**config.mk**
```make
export PLATFORM = sky130hd
export DESIGN_NAME = keyword_identifier_lexer
export DESIGN_NICKNAME = d
export VERILOG_FILES = /design/src/rtl/kil_pkg.sv /design/src/rtl/kil_scan.sv /design/src/rtl/kil_out_fifo.sv /design/src/rtl/keyword_identifier_lexer.sv
export SDC_FILE = /design/constraint.sdc
export NUM_CORES = 1
export LEC_CHECK = 0
export BUFFER_PORTS_ARGS = -buffer_cell sky130_fd_sc_hd__buf_4
export CAP_MARGIN = 5
export CORE_MARGIN = 3
export CORE_UTILIZATION = 38
export CTS_BUF_LIST = sky130_fd_sc_hd__clkbuf_8
export DETAILED_ROUTE_END_ITERATION = 16
export SETUP_SLACK_MARGIN = 0.02
export SKIP_CTS_REPAIR_TIMING = 1
export SYNTH_ARGS = -nofsm -noshare
export SYNTH_HDL_FRONTEND = slang
export SYNTH_SLANG_ARGS = --single-unit
```
**constraint.sdc**
```tcl
create_clock -name clk -period 11.4 [get_ports clk]
set_input_delay 1.71 -clock clk [delete_from_list [all_inputs] [get_ports clk]]
set_output_delay 1.71 -clock clk [all_outputs]
set_load 0.03 [all_outputs]
```
**src/rtl/kil_pkg.sv**
```systemverilog
// ----------------------------------------------------------------------------
// kil_pkg
// Types, token codes and keyword constants shared by the lexer modules.
// ----------------------------------------------------------------------------
package kil_pkg;

  localparam int MAX_IDENT_LEN = 255;
  // The length field is 8 bits wide, so the count also stops at 255.
  localparam int LEN_CAP_INT   = (MAX_IDENT_LEN < 255) ? MAX_IDENT_LEN : 255;
  localparam logic [7:0] LEN_CAP = 8'(LEN_CAP_INT);

  localparam int FIFO_DEPTH = 4;
  localparam int FIFO_AW    = $clog2(FIFO_DEPTH);

  typedef enum logic [2:0] {
    KIND_IDENT    = 3'd0,
    KIND_TASK     = 3'd1,
    KIND_DEADLINE = 3'd2,
    KIND_PRIORITY = 3'd3,
    KIND_BAD      = 3'd4,
    KIND_END      = 3'd5
  } kil_kind_t;

  localparam logic [7:0] CHAR_NL    = 8'h0A;
  localparam logic [7:0] CHAR_TAB   = 8'h09;
  localparam logic [7:0] CHAR_CR    = 8'h0D;
  localparam logic [7:0] CHAR_SPACE = 8'h20;
  localparam logic [7:0] CHAR_HASH  = 8'h23;
  localparam logic [7:0] CHAR_UNDER = 8'h5F;

  localparam logic [2:0] CAND_ALL = 3'b111;

  // Keyword spelling, one row per keyword, zero padded to 8 characters.
  localparam logic [7:0] KW_TEXT [3][8] = '{
    '{8'h74, 8'h61, 8'h73, 8'h6B, 8'h00, 8'h00, 8'h00, 8'h00},  // task
    '{8'h64, 8'h65, 8'h61, 8'h64, 8'h6C, 8'h69, 8'h6E, 8'h65},  // deadline
    '{8'h70, 8'h72, 8'h69, 8'h6F, 8'h72, 8'h69, 8'h74, 8'h79}   // priority
  };
  localparam logic [7:0] KW_LEN [3] = '{8'd4, 8'd8, 8'd8};

  typedef struct packed {
    logic [7:0] char_code;
    logic       end_of_input;
  } kil_in_t;

  typedef struct packed {
    kil_kind_t   token_kind;
    logic [15:0] start_line;
    logic [15:0] start_column;
    logic [7:0]  token_length;
    logic        last_of_run;
  } kil_out_t;

  // Results produced by one item: up to two, in order.
  typedef struct packed {
    kil_out_t   res0;
    kil_out_t   res1;
    logic [1:0] count;
  } kil_res_t;

endpackage

```
**src/rtl/kil_scan.sv**
```systemverilog
// ----------------------------------------------------------------------------
// kil_scan
// Scanner state and the per-item token logic: position tracking, comment
// skipping, identifier collection and keyword matching.
// ----------------------------------------------------------------------------
module kil_scan
  import kil_pkg::*;
(
  input  logic     clk,
  input  logic     rst_n,
  input  logic     step,
  input  kil_in_t  item,
  output kil_res_t res
);

  typedef enum logic [1:0] {
    MODE_NORMAL  = 2'd0,
    MODE_COMMENT = 2'd1,
    MODE_IDENT   = 2'd2
  } mode_t;

  mode_t       mode_r, mode_nxt;
  logic [15:0] line_r, line_nxt;
  logic [15:0] col_r, col_nxt;
  logic [15:0] sline_r, sline_nxt;
  logic [15:0] scol_r, scol_nxt;
  logic [7:0]  len_r, len_nxt;
  logic [2:0]  cand_r, cand_nxt;

  function automatic logic is_letter(input logic [7:0] c);
    return (c >= 8'h41 && c <= 8'h5A) || (c >= 8'h61 && c <= 8'h7A);
  endfunction

  function automatic logic is_word(input logic [7:0] c);
    return is_letter(c) || (c >= 8'h30 && c <= 8'h39) || (c == CHAR_UNDER);
  endfunction

  function automatic logic is_space(input logic [7:0] c);
    return (c == CHAR_SPACE) || (c >= CHAR_TAB && c <= CHAR_CR);
  endfunction

  // Drop every keyword that cannot match once character c sits at place len.
  function automatic logic [2:0] narrow(input logic [2:0] cand, input logic [7:0] len,
                                        input logic [7:0] c);
    logic [2:0] n;
    n = cand;
    for (int k = 0; k < 3; k++) begin
      if (len >= KW_LEN[k] || KW_TEXT[k][len[2:0]] != c) begin
        n[k] = 1'b0;
      end
    end
    return n;
  endfunction

  logic [7:0] c;
  logic       eoi;
  logic       ident_end;
  logic       have_ident, have_tok;
  kil_kind_t  ident_kind;
  kil_out_t   ident_res, tok_res;
  logic       adv;

  assign c   = item.char_code;
  assign eoi = item.end_of_input;

  always_comb begin
    mode_nxt   = mode_r;
    line_nxt   = line_r;
    col_nxt    = col_r;
    sline_nxt  = sline_r;
    scol_nxt   = scol_r;
    len_nxt    = len_r;
    cand_nxt   = cand_r;
    have_ident = 1'b0;
    have_tok   = 1'b0;
    adv        = 1'b0;
    ident_end  = (mode_r == MODE_IDENT) && (eoi || !is_word(c));

    ident_kind = KIND_IDENT;
    if (cand_r[0] && len_r == KW_LEN[0]) ident_kind = KIND_TASK;
    if (cand_r[1] && len_r == KW_LEN[1]) ident_kind = KIND_DEADLINE;
    if (cand_r[2] && len_r == KW_LEN[2]) ident_kind = KIND_PRIORITY;

    ident_res = '{token_kind: ident_kind, start_line: sline_r, start_column: scol_r,
                  token_length: len_r, last_of_run: 1'b0};
    tok_res   = '{token_kind: KIND_END, start_line: line_r, start_column: col_r,
                  token_length: 8'd0, last_of_run: 1'b1};

    if (mode_r == MODE_IDENT && !ident_end) begin
      cand_nxt = narrow(cand_r, len_r, c);
      if (len_r < LEN_CAP) len_nxt = len_r + 8'd1;
      adv = 1'b1;
    end else begin
      if (ident_end) begin
        have_ident = 1'b1;
        mode_nxt   = MODE_NORMAL;
        cand_nxt   = CAND_ALL;
      end
      if (eoi) begin
        have_tok = 1'b1;
        mode_nxt = MODE_NORMAL;
      end else if (mode_r == MODE_COMMENT) begin
        if (c == CHAR_NL) mode_nxt = MODE_NORMAL;
        adv = 1'b1;
      end else if (is_space(c)) begin
        adv = 1'b1;
      end else if (c == CHAR_HASH) begin
        mode_nxt = MODE_COMMENT;
        adv      = 1'b1;
      end else if (is_letter(c)) begin
        mode_nxt  = MODE_IDENT;
        sline_nxt = line_r;
        scol_nxt  = col_r;
        cand_nxt  = narrow(CAND_ALL, 8'd0, c);
        len_nxt   = (LEN_CAP > 8'd0) ? 8'd1 : 8'd0;
        adv       = 1'b1;
      end else begin
        have_tok              = 1'b1;
        tok_res.token_kind    = KIND_BAD;
        tok_res.token_length  = 8'd1;
        adv                   = 1'b1;
      end
    end

    if (adv) begin
      if (c == CHAR_NL) begin
        if (line_r != 16'hFFFF) line_nxt = line_r + 16'd1;
        col_nxt = 16'd1;
      end else if (col_r != 16'hFFFF) begin
        col_nxt = col_r + 16'd1;
      end
    end

    // The identifier result is last only when no second token follows it.
    ident_res.last_of_run = !have_tok;
    res.res0  = have_ident ? ident_res : tok_res;
    res.res1  = tok_res;
    res.count = {1'b0, have_ident} + {1'b0, have_tok};
  end

  always_ff @(posedge clk) begin
    if (!rst_n) begin
      mode_r  <= MODE_NORMAL;
      line_r  <= 16'd1;
      col_r   <= 16'd0;
      sline_r <= 16'd0;
      scol_r  <= 16'd0;
      len_r   <= 8'd0;
      cand_r  <= CAND_ALL;
    end else if (step) begin
      mode_r  <= mode_nxt;
      line_r  <= line_nxt;
      col_r   <= col_nxt;
      sline_r <= sline_nxt;
      scol_r  <= scol_nxt;
      len_r   <= len_nxt;
      cand_r  <= cand_nxt;
    end
  end

endmodule

```
**src/rtl/kil_out_fifo.sv**
```systemverilog
// ----------------------------------------------------------------------------
// kil_out_fifo
// Small result queue: takes up to two results in a cycle, gives one.
// ----------------------------------------------------------------------------
module kil_out_fifo
  import kil_pkg::*;
(
  input  logic     clk,
  input  logic     rst_n,
  input  logic     push,
  input  kil_res_t wr,
  output logic     room,
  output logic     out_valid,
  input  logic     out_ready,
  output kil_out_t out_item
);

  kil_out_t           mem_r [FIFO_DEPTH];
  logic [FIFO_AW-1:0] wr_ptr_r, wr_ptr_nxt;
  logic [FIFO_AW-1:0] rd_ptr_r, rd_ptr_nxt;
  logic [FIFO_AW:0]   cnt_r, cnt_nxt;
  logic               pop;
  logic [1:0]         n_push;

  // Room for a full two-result item, decided from registered state only.
  assign room      = (cnt_r <= (FIFO_AW+1)'(FIFO_DEPTH - 2));
  assign out_valid = (cnt_r != '0);
  assign out_item  = mem_r[rd_ptr_r];
  assign pop       = out_valid && out_ready;
  assign n_push    = push ? wr.count : 2'd0;

  always_comb begin
    wr_ptr_nxt = wr_ptr_r + FIFO_AW'(n_push);
    rd_ptr_nxt = rd_ptr_r + FIFO_AW'(pop);
    cnt_nxt    = cnt_r + (FIFO_AW+1)'(n_push) - (FIFO_AW+1)'(pop);
  end

  always_ff @(posedge clk) begin
    if (n_push != 2'd0) begin
      mem_r[wr_ptr_r] <= wr.res0;
    end
    if (n_push == 2'd2) begin
      mem_r[wr_ptr_r + FIFO_AW'(1)] <= wr.res1;
    end
  end

  always_ff @(posedge clk) begin
    if (!rst_n) begin
      wr_ptr_r <= '0;
      rd_ptr_r <= '0;
      cnt_r    <= '0;
    end else begin
      wr_ptr_r <= wr_ptr_nxt;
      rd_ptr_r <= rd_ptr_nxt;
      cnt_r    <= cnt_nxt;
    end
  end

endmodule

```
**src/rtl/keyword_identifier_lexer.sv**
```systemverilog
// ----------------------------------------------------------------------------
// keyword_identifier_lexer
// Character scanner that reports identifiers, the keywords task, deadline
// and priority, unrecognized characters and end of input, with positions.
// ----------------------------------------------------------------------------
//   channel | ports                            | payload
//   input   | in_valid, in_ready, in_item      | kil_in_t (char_code, end_of_input)
//   result  | out_valid, out_ready, out_item   | kil_out_t (token fields, last_of_run)
//
// One item is taken per cycle while the queue has room; its first result
// leaves through the input register, then the result queue.
// An item that closes an identifier and also yields a token writes two
// results, so a long run of such items is bounded by the one-result-per-cycle
// output port; the four-entry queue stops input once it holds three or more.
// Reset clears the scanner state, the input register and the queue.
// ----------------------------------------------------------------------------
module keyword_identifier_lexer
  import kil_pkg::*;
(
  input  logic     clk,
  input  logic     rst_n,
  input  logic     in_valid,
  output logic     in_ready,
  input  kil_in_t  in_item,
  output logic     out_valid,
  input  logic     out_ready,
  output kil_out_t out_item
);

  logic     in_valid_r;
  kil_in_t  in_item_r;
  logic     room;
  logic     step;
  kil_res_t res;

  assign step     = in_valid_r && room;
  assign in_ready = !in_valid_r || step;

  always_ff @(posedge clk) begin
    if (!rst_n) begin
      in_valid_r <= 1'b0;
    end else if (in_ready) begin
      in_valid_r <= in_valid;
    end
  end

  always_ff @(posedge clk) begin
    if (in_ready && in_valid) begin
      in_item_r <= in_item;
    end
  end

  kil_scan u_scan (
    .clk   (clk),
    .rst_n (rst_n),
    .step  (step),
    .item  (in_item_r),
    .res   (res)
  );

  kil_out_fifo u_fifo (
    .clk       (clk),
    .rst_n     (rst_n),
    .push      (step),
    .wr        (res),
    .room      (room),
    .out_valid (out_valid),
    .out_ready (out_ready),
    .out_item  (out_item)
  );

endmodule
```
# Word-level counts from Yosys, hierarchy flattened
# Memory sizes are Yosys's and may differ from the RTL's. A register that Yosys moved wholly into a read port is not among the register bits.
# Cells that the tools add are included.
# op_classes
n_addsub	9
order_cmp	13
eq_ne	25
n_mux	67
n_bitwise	6
reduce_logical	37
# op_table
op	n
8-bit 2-to-1 mux	18
44-bit 2-to-1 mux	1
3-bit 2-to-1 mux	14
16-bit by 1-bit adder with 16-bit output (second input constant)	2
16-bit 2-to-1 mux	2
16-bit inequality test (second input constant)	2
7-bit by 8-bit inequality test with 1-bit output (first input constant)	3
8-bit inequality test	3
1-bit 2-to-1 mux	23
2-bit 2-to-1 mux	9
8-bit by 4-bit == test with 1-bit output (second input constant)	2
8-bit by 6-bit == test with 1-bit output (second input constant)	2
8-bit by 4-bit greater-or-equal comparator with 1-bit output (second input constant)	2
8-bit by 7-bit greater-or-equal comparator with 1-bit output (second input constant)	2
8-bit by 7-bit <= comparator with 1-bit output (second input constant)	2
7-bit AND reduction	2
1-bit logical AND	12
1-bit logical OR	9
8-bit by 1-bit adder with 8-bit output (second input constant)	1
8-bit by 3-bit == test with 1-bit output (second input constant)	1
8-bit by 7-bit == test with 1-bit output (second input constant)	1
8-bit by 3-bit greater-or-equal comparator with 1-bit output (second input constant)	1
8-bit by 6-bit greater-or-equal comparator with 1-bit output (second input constant)	1
8-bit by 4-bit <= comparator with 1-bit output (second input constant)	1
22 further kinds	41
# word_totals
reg_bits	94
mem_bits_rw	176
mem_bits_ro	192
in_bits	13
out_inout_bits	46
wordCells	176
mem_count	4
# memory_table
name	words	width	rd	rd_ports_with_merged_regs	wr	line_no	text
u_fifo.mem_r	4	44	1	1	2	kil_out_fifo.sv:18	kil_out_t mem_r [FIFO_DEPTH];
(no name shown)	8	8	1	0	0	kil_scan.sv:48	if (len >= KW_LEN[k] || KW_TEXT[k][len[2:0]] != c) begin
(no name shown)	8	8	1	0	0	kil_scan.sv:48	
(no name shown)	8	8	1	0	0	kil_scan.sv:48	

# Longest topological paths before layout
# Gate-level depths: netlist of the first run.
# depth
word_depth	16
depth_mapped	15
depth_no_buf	12

# Hierarchy
# A second synthesis of the first run with hierarchy kept.
# hier_totals
hier_cells	1062
hier_area_um2	14244.9
# by_module_without_submodules
mod	instances	cells_per_inst	area_each_um2	seq_area_each_um2
kil_out_fifo	1	479	9036.2	5425.2
kil_scan	1	568	4873.4	1541.5
keyword_identifier_lexer	1	15	335.3	290.3

# Least setup slack after synthesis of the first run
# Ideal clock, no wire load.
# synth_path
path_kind	register -> register
start	register in_item_r[8] in the netlist's numbering
end	memory u_fifo.mem_r[0][10] in the netlist's numbering (enable)
setup_ns	0.389
arrival_ns	3.345
required_ns	11.011
path_slack_ns	7.666
path_stages_with_launch	14
path_buffers	2
synth_period_minus_slack_ns	3.734
cell_sequence	edfxtp_1 nand2b_1 nor3_1 o21ai_1 nand3_1 buf_2 inv_1 ha_1 nand2b_1 nor2_2 nand3_1 and2_1 clkbuf_1 inv_1
# synth_lines
item	line_no	text
start, declared	keyword_identifier_lexer.sv:31	kil_in_t in_item_r;
start signal, assigned	keyword_identifier_lexer.sv:49	in_item_r <= in_item;
end, declared	kil_out_fifo.sv:18	

==> reports/metrics.yaml, run 1 <==
detailed_routing:
  route.detailed.vias_per_inst: 5.584
  drt_first_pass_iters: 5
  ant_nets: 0
  wl_per_cell_microns: 19.70
  drt_iter0_markers: 712
  route.detailed.drc: 0
  finalWirelength_microns: 31230
  num_vias: 8850
placed_design:
  numPlacedInstances: 1500
  placedInstanceArea_sq_um: 13440
  port_buffers: 58
  gpl.final_weighted_congestion: 0.8877
  hpwl_microns: 18750
final_layout:
  final_cell_area_sq_um: 14300
  layout-drive-gt1-share_pct: 17.85
  seq_area_sq_um: 6862
  instances_no_fill: 1585
  n_antenna_cell: 0
  layout.nets: 1134
  layout.filler_cells: 3145
  syn2layout_area_growth_pct: 11.65
  area_of_combinational_cells_with_multiple_inputs_sq_um: 5406
  mostFrequentLayoutCell: "sky130_fd_sc_hd__a22o_1"
  mostFrequentLayoutCells: "160 x sky130_fd_sc_hd__a22o_1, 145 x sky130_fd_sc_hd__edfxtp_1, 123 x sky130_fd_sc_hd__dfxtp_1, 109 x sky130_fd_sc_hd__nand2_1, 71 x sky130_fd_sc_hd__buf_4"
run_status:
  status: "completed"
yosys:
  async_reset_ff_share_pct: 0
  yosys-top-cells-area: "sky130_fd_sc_hd__edfxtp_1 34%, sky130_fd_sc_hd__dfxtp_1 20%, sky130_fd_sc_hd__a22o_1 11%"
  synthesis.area_sq_um: 12810
  synthesis.instances: 1093
  yosysWarnings: 0
  postSynthNetCount: 1121
  synth_seq_cells: 270
  yosys.cell_types.count: 70
  synthesized_area_per_cell_sq_um: 11.72
  synth_flop_cell: "sky130_fd_sc_hd__edfxtp_1"
  synth_top_area_share_pct: 34.00
  synth.yosys.seq_area_share_pct: 53.54
  synth_area_leader_cell: "sky130_fd_sc_hd__edfxtp_1"
  synth_enable_flop_cells: 145
min_path:
  min-delay-path-class: "register to register"
global_route:
  pin_count_of_the_biggest_net_entering_global_routing: 62
  grt_pass1_wl_microns: 50650
  groute.usage.overall_pct: 17.63
  grt_antenna_before_repair: 0
  remaining_global_route_overflow: 0
  grt_pass1_vias: 9094
worst_setup_path:
  critical_path_peak_fanout: 20
  setup_crit_path_kind: "register to register"
  worst_setup_path_end_kind: "register"
  cp.arrival_ps: 5070
  crit_required_ps: 11840
  timing.critical_path.from_type: "register"
cts:
  maximum_level_of_the_cts_h_tree: 2
  tritoncts: "done"
  cts.sink_count: 270
  clock_transition_at_the_register_clock_pins_on_the_worst_setup_and_hold_paths_after_cts_ps: 60
  inserted_clock_buffers: 46
  insertion_delay_ps: 580
  cts-root-buf: "sky130_fd_sc_hd__clkbuf_8"
  clockBufferDepth: 3
die:
  core_region_area_sq_um: 32870
  placementRows: 66
  die-area_sq_um: 35940
  ios: 59
  die_w_microns: 189.6
  start_util_pct: 38.97
  die_height_microns: 189.6
timing:
  fin_crit_ps: 4623
  timing.setup.tns_ps: 0
  timing_hold_violations_final: 0
  rsz0062_at_grt: "false"
  timing.clock.skew_ps: 38.32
  tightestPinTransition_ps: 1266
  slew-limit-headroom_pct: 15.41
  fmax_ghz: 0.2163
  final_min_period_over_clock_period_pct: 40.55
  setup_violations: 0
  hold-worst-slack_ps: 442.0
  maxSlewViolCount: 0
power:
  sequential_group_share_of_total_power_pct: 46.6
  power_mw: 2.447
  total_leakage_power_nw: 4.828
  power-per-cell-area_nw_per_um2: 171.1
  power_frac_comb_pct: 20.5
  total_switching_power_uw: 747.5
  switching_share_pct: 30.55
  clock_power_share_pct: 32.9
  intPower_mw: 1.700
  vdd.ir_drop.worst_v: 0.0001204
run:
  maxCapViolCount: 0
worst paths after layout:
path,startpoint,end,slack [ps],depth (start not counted)
hold / removal,u_fifo.mem_r[2][43],u_fifo.mem_r[2][43],440,2
setup / recovery,in_item_r[3],u_fifo.mem_r[3][0],6780,12
hold reg to reg,u_fifo.mem_r[2][43],u_fifo.mem_r[2][43],440,2
setup reg to reg,in_item_r[3],u_fifo.mem_r[3][0],6780,12
power by group through the flow:
stage | logic, mW | registers [mW] | clock network [mW]
after floorplan | 0.399 | 1.10 | 0
after global placement | 0.508 | 1.16 | 0
after detailed placement | 0.509 | 1.16 | 0
after CTS | 0.510 | 1.14 | 0.826
after global routing | 0.537 | 1.15 | 0.874
final | 0.502 | 1.14 | 0.804
metrics by stage:
step                utilization [%]  worst slack [ps]
floorplan                         -              7666
global placement              40.88              6944
detailed placement            40.88              6862
CTS                           43.51              6802
global route                  43.51              6358
finish                        43.51              6777
layer usage:
metal  global-route usage [%]  routed length (microns)
met1                    23.24                    13670
met2                    29.96                    14970
met3                    2.801                     1775
met4                    5.544                      815
met5                        0                        0
kinds of logic (layout without fill, tap and decap cells):
family                     Yosys count  after routing  synth area share, %
adders and majority gates           15             15                1.524
AOI/OAI and AO/OA                  275            275                17.12
buffers and inverters              128            178                4.338
muxes                               50             50                8.216
xor gates and xnor gates            47             47                3.214
DFF                                270            270                53.54
and+or+nand+nor                    308            308                12.06
registers in the layout, summed over array words and instances, names as in the netlist:
name and count:
u_scan.mode_r 2, in_item_r 9, in_valid_r 1, u_scan.sline_r 16, u_fifo.mem_r 176, u_fifo.wr_ptr_r 2
u_scan.line_r 16, u_scan.scol_r 16, u_scan.len_r 8, u_scan.cand_r 3, u_fifo.rd_ptr_r 2, u_scan.col_r 16
u_fifo.cnt_r 3
worst max-delay path, stage by stage (launching register included):
cell and delay [ps]:
sky130_fd_sc_hd__edfxtp_1 650, sky130_fd_sc_hd__o21ai_0 180, sky130_fd_sc_hd__and3_1 220, sky130_fd_sc_hd__o21ai_1 170
sky130_fd_sc_hd__nand3_1 520, sky130_fd_sc_hd__inv_1 300, sky130_fd_sc_hd__ha_1 320, sky130_fd_sc_hd__o21ai_0 390
sky130_fd_sc_hd__nor2_1 140, sky130_fd_sc_hd__a21oi_2 450, sky130_fd_sc_hd__inv_1 520, sky130_fd_sc_hd__buf_4 410
sky130_fd_sc_hd__o22a_1 230
final cells by class:
cell class | count | share of cell area [%]
Clock buffer | 51 | 4.909
Clock inverter | 34 | 1.120
Inverter | 22 | 0.5775
Multi-Input combinational cell | 695 | 37.81
Sequential cell | 270 | 47.99
Tap cell | 442 | 3.868
Timing Repair Buffer | 71 | 3.728
synth_stat cells, types with 5 or more instances:
library cell,n
sky130_fd_sc_hd__a22o_1,160
sky130_fd_sc_hd__edfxtp_1,145
sky130_fd_sc_hd__dfxtp_1,125
sky130_fd_sc_hd__nand2_1,110
sky130_fd_sc_hd__nor2_1,62
sky130_fd_sc_hd__clkbuf_1,53
sky130_fd_sc_hd__a21oi_1,51
sky130_fd_sc_hd__mux4_2,44
sky130_fd_sc_hd__xor2_1,37
sky130_fd_sc_hd__buf_2,36
sky130_fd_sc_hd__nand3_1,36
sky130_fd_sc_hd__inv_1,21
sky130_fd_sc_hd__nand4_1,16
sky130_fd_sc_hd__nor3_1,15
sky130_fd_sc_hd__ha_1,14
sky130_fd_sc_hd__o21ai_0,13
sky130_fd_sc_hd__buf_1,11
sky130_fd_sc_hd__and3_1,10
sky130_fd_sc_hd__xnor2_1,10
sky130_fd_sc_hd__nand2b_1,9
sky130_fd_sc_hd__and2_1,7
sky130_fd_sc_hd__o211ai_1,7
sky130_fd_sc_hd__nor2b_1,6
sky130_fd_sc_hd__or3_1,6
sky130_fd_sc_hd__a21oi_2,5
sky130_fd_sc_hd__mux2i_1,5
sky130_fd_sc_hd__o22a_1,5
Power figures use the tool's default switching activity.
==> run 2, diff against run 1 <==
Settings changed: ABC_AREA set to 1.
Clock period 11.4 ns to 4.2 ns, I/O delays scaled along.
==> run 2 against run 1 <==
  * Cell count up 31%
  * Hold slack worse by 200 ps
  * Sequential power grew to 2.6 times the previous value
  * Fmax up 38%
  * Setup slack got worse by 5900 ps
  * First-iteration DRC count up 8.7%
  * Largest cell class unchanged
==> reports/metrics.yaml, run 2 <==
yosys:
  synth_enable_flop_cells: 145
  synth_top_cells_by_count: "239 x sky130_fd_sc_hd__nand2_1, 222 x sky130_fd_sc_hd__nor2_1, 174 x sky130_fd_sc_hd__o22ai_1, 145 x sky130_fd_sc_hd__edfxtp_1, 137 x sky130_fd_sc_hd__o21ai_0"
  synth_area_leader_cell: "sky130_fd_sc_hd__edfxtp_1"
  synthesis.instances: 1550
  yosysWarnings: 0
  yosys-top-cells-area: "sky130_fd_sc_hd__edfxtp_1 33%, sky130_fd_sc_hd__dfxtp_1 19%, sky130_fd_sc_hd__o22ai_1 8.1%"
  synth_flop_cell: "sky130_fd_sc_hd__edfxtp_1"
  synth_top_area_share_pct: 32.51
  postSynthNetCount: 1578
  yosys.cell_types.count: 47
  synth.most_common_cell: "sky130_fd_sc_hd__nand2_1"
  synthesized_area_per_cell_sq_um: 8.641
  async_reset_ff_share_pct: 0
  synthesis.area_sq_um: 13390
  synth.yosys.seq_area_share_pct: 51.19
  synth_seq_cells: 270
placed_design:
  pre_cts_ws_ps: 846.7
  port_buffers: 58
  hpwl_microns: 22700
  gpl.final_weighted_congestion: 0.8812
detailed_routing:
  route.detailed.drc: 0
  wl_per_cell_microns: 17.55
  finalWirelength_microns: 36490
  num_vias: 11150
  drt_iter0_markers: 774
  ant_nets: 0
  route.detailed.vias_per_inst: 5.364
  drt_first_pass_iters: 5
final_layout:
  mostFrequentLayoutCell: "sky130_fd_sc_hd__nand2_1"
  n_antenna_cell: 0
  mostFrequentLayoutCells: "235 x sky130_fd_sc_hd__nand2_1, 222 x sky130_fd_sc_hd__nor2_1, 174 x sky130_fd_sc_hd__o22ai_1, 145 x sky130_fd_sc_hd__edfxtp_1, 137 x sky130_fd_sc_hd__o21ai_0"
  post-route-util_pct: 43.56
  seq_area_sq_um: 6858
  largest_register_ffs: 176
  layout-drive-gt1-share_pct: 14.53
  layout.filler_cells: 3413
  area_of_combinational_cells_with_multiple_inputs_sq_um: 5660
  layout.nets: 1613
  register_with_the_most_flip_flops: "u_fifo.mem_r"
  syn2layout_area_growth_pct: 12.62
global_route:
  grt_pass1_vias: 10900
  grt_antenna_before_repair: 0
  grt_pass1_wl_microns: 58690
  groute.usage.overall_pct: 19.01
  pin_count_of_the_biggest_net_entering_global_routing: 90
  remaining_global_route_overflow: 0
timing:
  fmax_ghz: 0.2992
  timing.setup.tns_ps: 0
  fin_crit_ps: 3342
  postLayoutSetupSlackWorst_ps: 858.3
  setup_violations: 0
  timing.clock.skew_ps: 22.82
  tightestPinTransition_ps: 951.3
  final_min_period_over_clock_period_pct: 79.56
  timing_hold_violations_final: 0
  slew-limit-headroom_pct: 36.58
  rsz0062_at_grt: "false"
  maxSlewViolCount: 0
die:
  die-area_sq_um: 37540
  start_util_pct: 38.68
  placementRows: 68
  die_w_microns: 193.7
  ios: 59
  core_region_area_sq_um: 34630
  die_height_microns: 193.7
worst_setup_path:
  critical_path_peak_fanout: 42
  crit_chain: "inv_4 > nand2_1 > nand2_1 > nand3_4 > nand3_4 > nand3_4 > nand2_1 > inv_1 > ha_1 > nand2_1 > nand2_2 > nand2_1 > buf_4 > inv_1 > nand3_1 > nand2_1"
  setup_crit_path_kind: "register to register"
  cp.arrival_ps: 3660
  setup.worst_path.start: "in_item_r[3]"
  worst_path_max_delay_cell: "sky130_fd_sc_hd__edfxtp_1"
  critical_path.max_stage_delay_ps: 520
  cp_top_family: "simple AND/OR/NAND/NOR gates"
  critical_path_buf_inv_count: 4
  worst_setup_path_end_kind: "register"
  crit_required_ps: 4520
  cell_repeated_most_along_the_worst_path: "sky130_fd_sc_hd__nand2_1"
  timing.critical_path.from_type: "register"
  reg2reg_from: "in_item_r[3]"
min_path:
  min_from: "in_item[1]"
  min-delay-path-class: "input port to register"
cts:
  insertion_delay_ps: 570
  maximum_level_of_the_cts_h_tree: 2
  clockBufferDepth: 3
  inserted_clock_buffers: 48
  clock_transition_at_the_register_clock_pins_on_the_worst_setup_and_hold_paths_after_cts_ps: 50
  cts-root-buf: "sky130_fd_sc_hd__clkbuf_8"
  tritoncts: "done"
  cts.sink_count: 270
power:
  vdd.ir_drop.worst_v: 0.0003321
  total_leakage_power_nw: 5.464
  power-per-cell-area_nw_per_um2: 496.8
  power_mw: 7.495
run:
  maxCapViolCount: 0
run_status:
  status: "completed"
[run 2: report_power, final]
group          switching (mW)  total, mW  leakage [nW]  internal [mW]
logic                    1.45       2.11          2.62          0.653
clock network            1.10       2.40         0.544           1.30
registers              0.0700       2.98          2.30           2.91
[run 2: layer usage]
layer	part of all wire [%]	GRT usage, %	vias up
met5	0	0	-
met4	2.1	6.027	0
met3	6.1	3.423	65
met2	46	31.07	315
met1	45	25.75	5272
li1	-	-	5500
[run 2: through the flow]
stage               area, sq um  hold WS [ps]  cells
floorplan                 13390         429.2   1550
global placement          14140         441.5   1990
detailed placement        14140         445.2   1990
CTS                       15080         211.8   2079
global route              15080         206.6   2079
finish                    15080         243.5   2079
[run 2: logic make-up after synthesis]
group,count (synthesis),synth area share [%]
buf+inv,201,6.623
flops,270,51.19
simple gates,599,19.62
xor+xnor,29,1.896
compound gates,436,19.22
fa+ha+maj,15,1.457
[run 2: final cells by class]
| cell class | count | share of cell area, % |
|---|---|---|
| multi-input combinational | 1079 | 37.52 |
| clock inverter | 39 | 1.684 |
| timing repair buffer | 77 | 4.247 |
| clock buffer | 50 | 4.562 |
| sequential | 270 | 45.46 |
| tap | 455 | 3.774 |
| inverter | 109 | 2.746 |
[run 2: path summary, 6_finish.rpt]
kind	endpoint	slack, ps	cells after the start
setup / recovery	u_fifo.mem_r[2][41]	860	16
hold / removal	in_item_r[1]	240	1
setup reg to reg	u_fifo.mem_r[2][41]	860	16
hold reg to reg	u_fifo.mem_r[1][6]	450	2
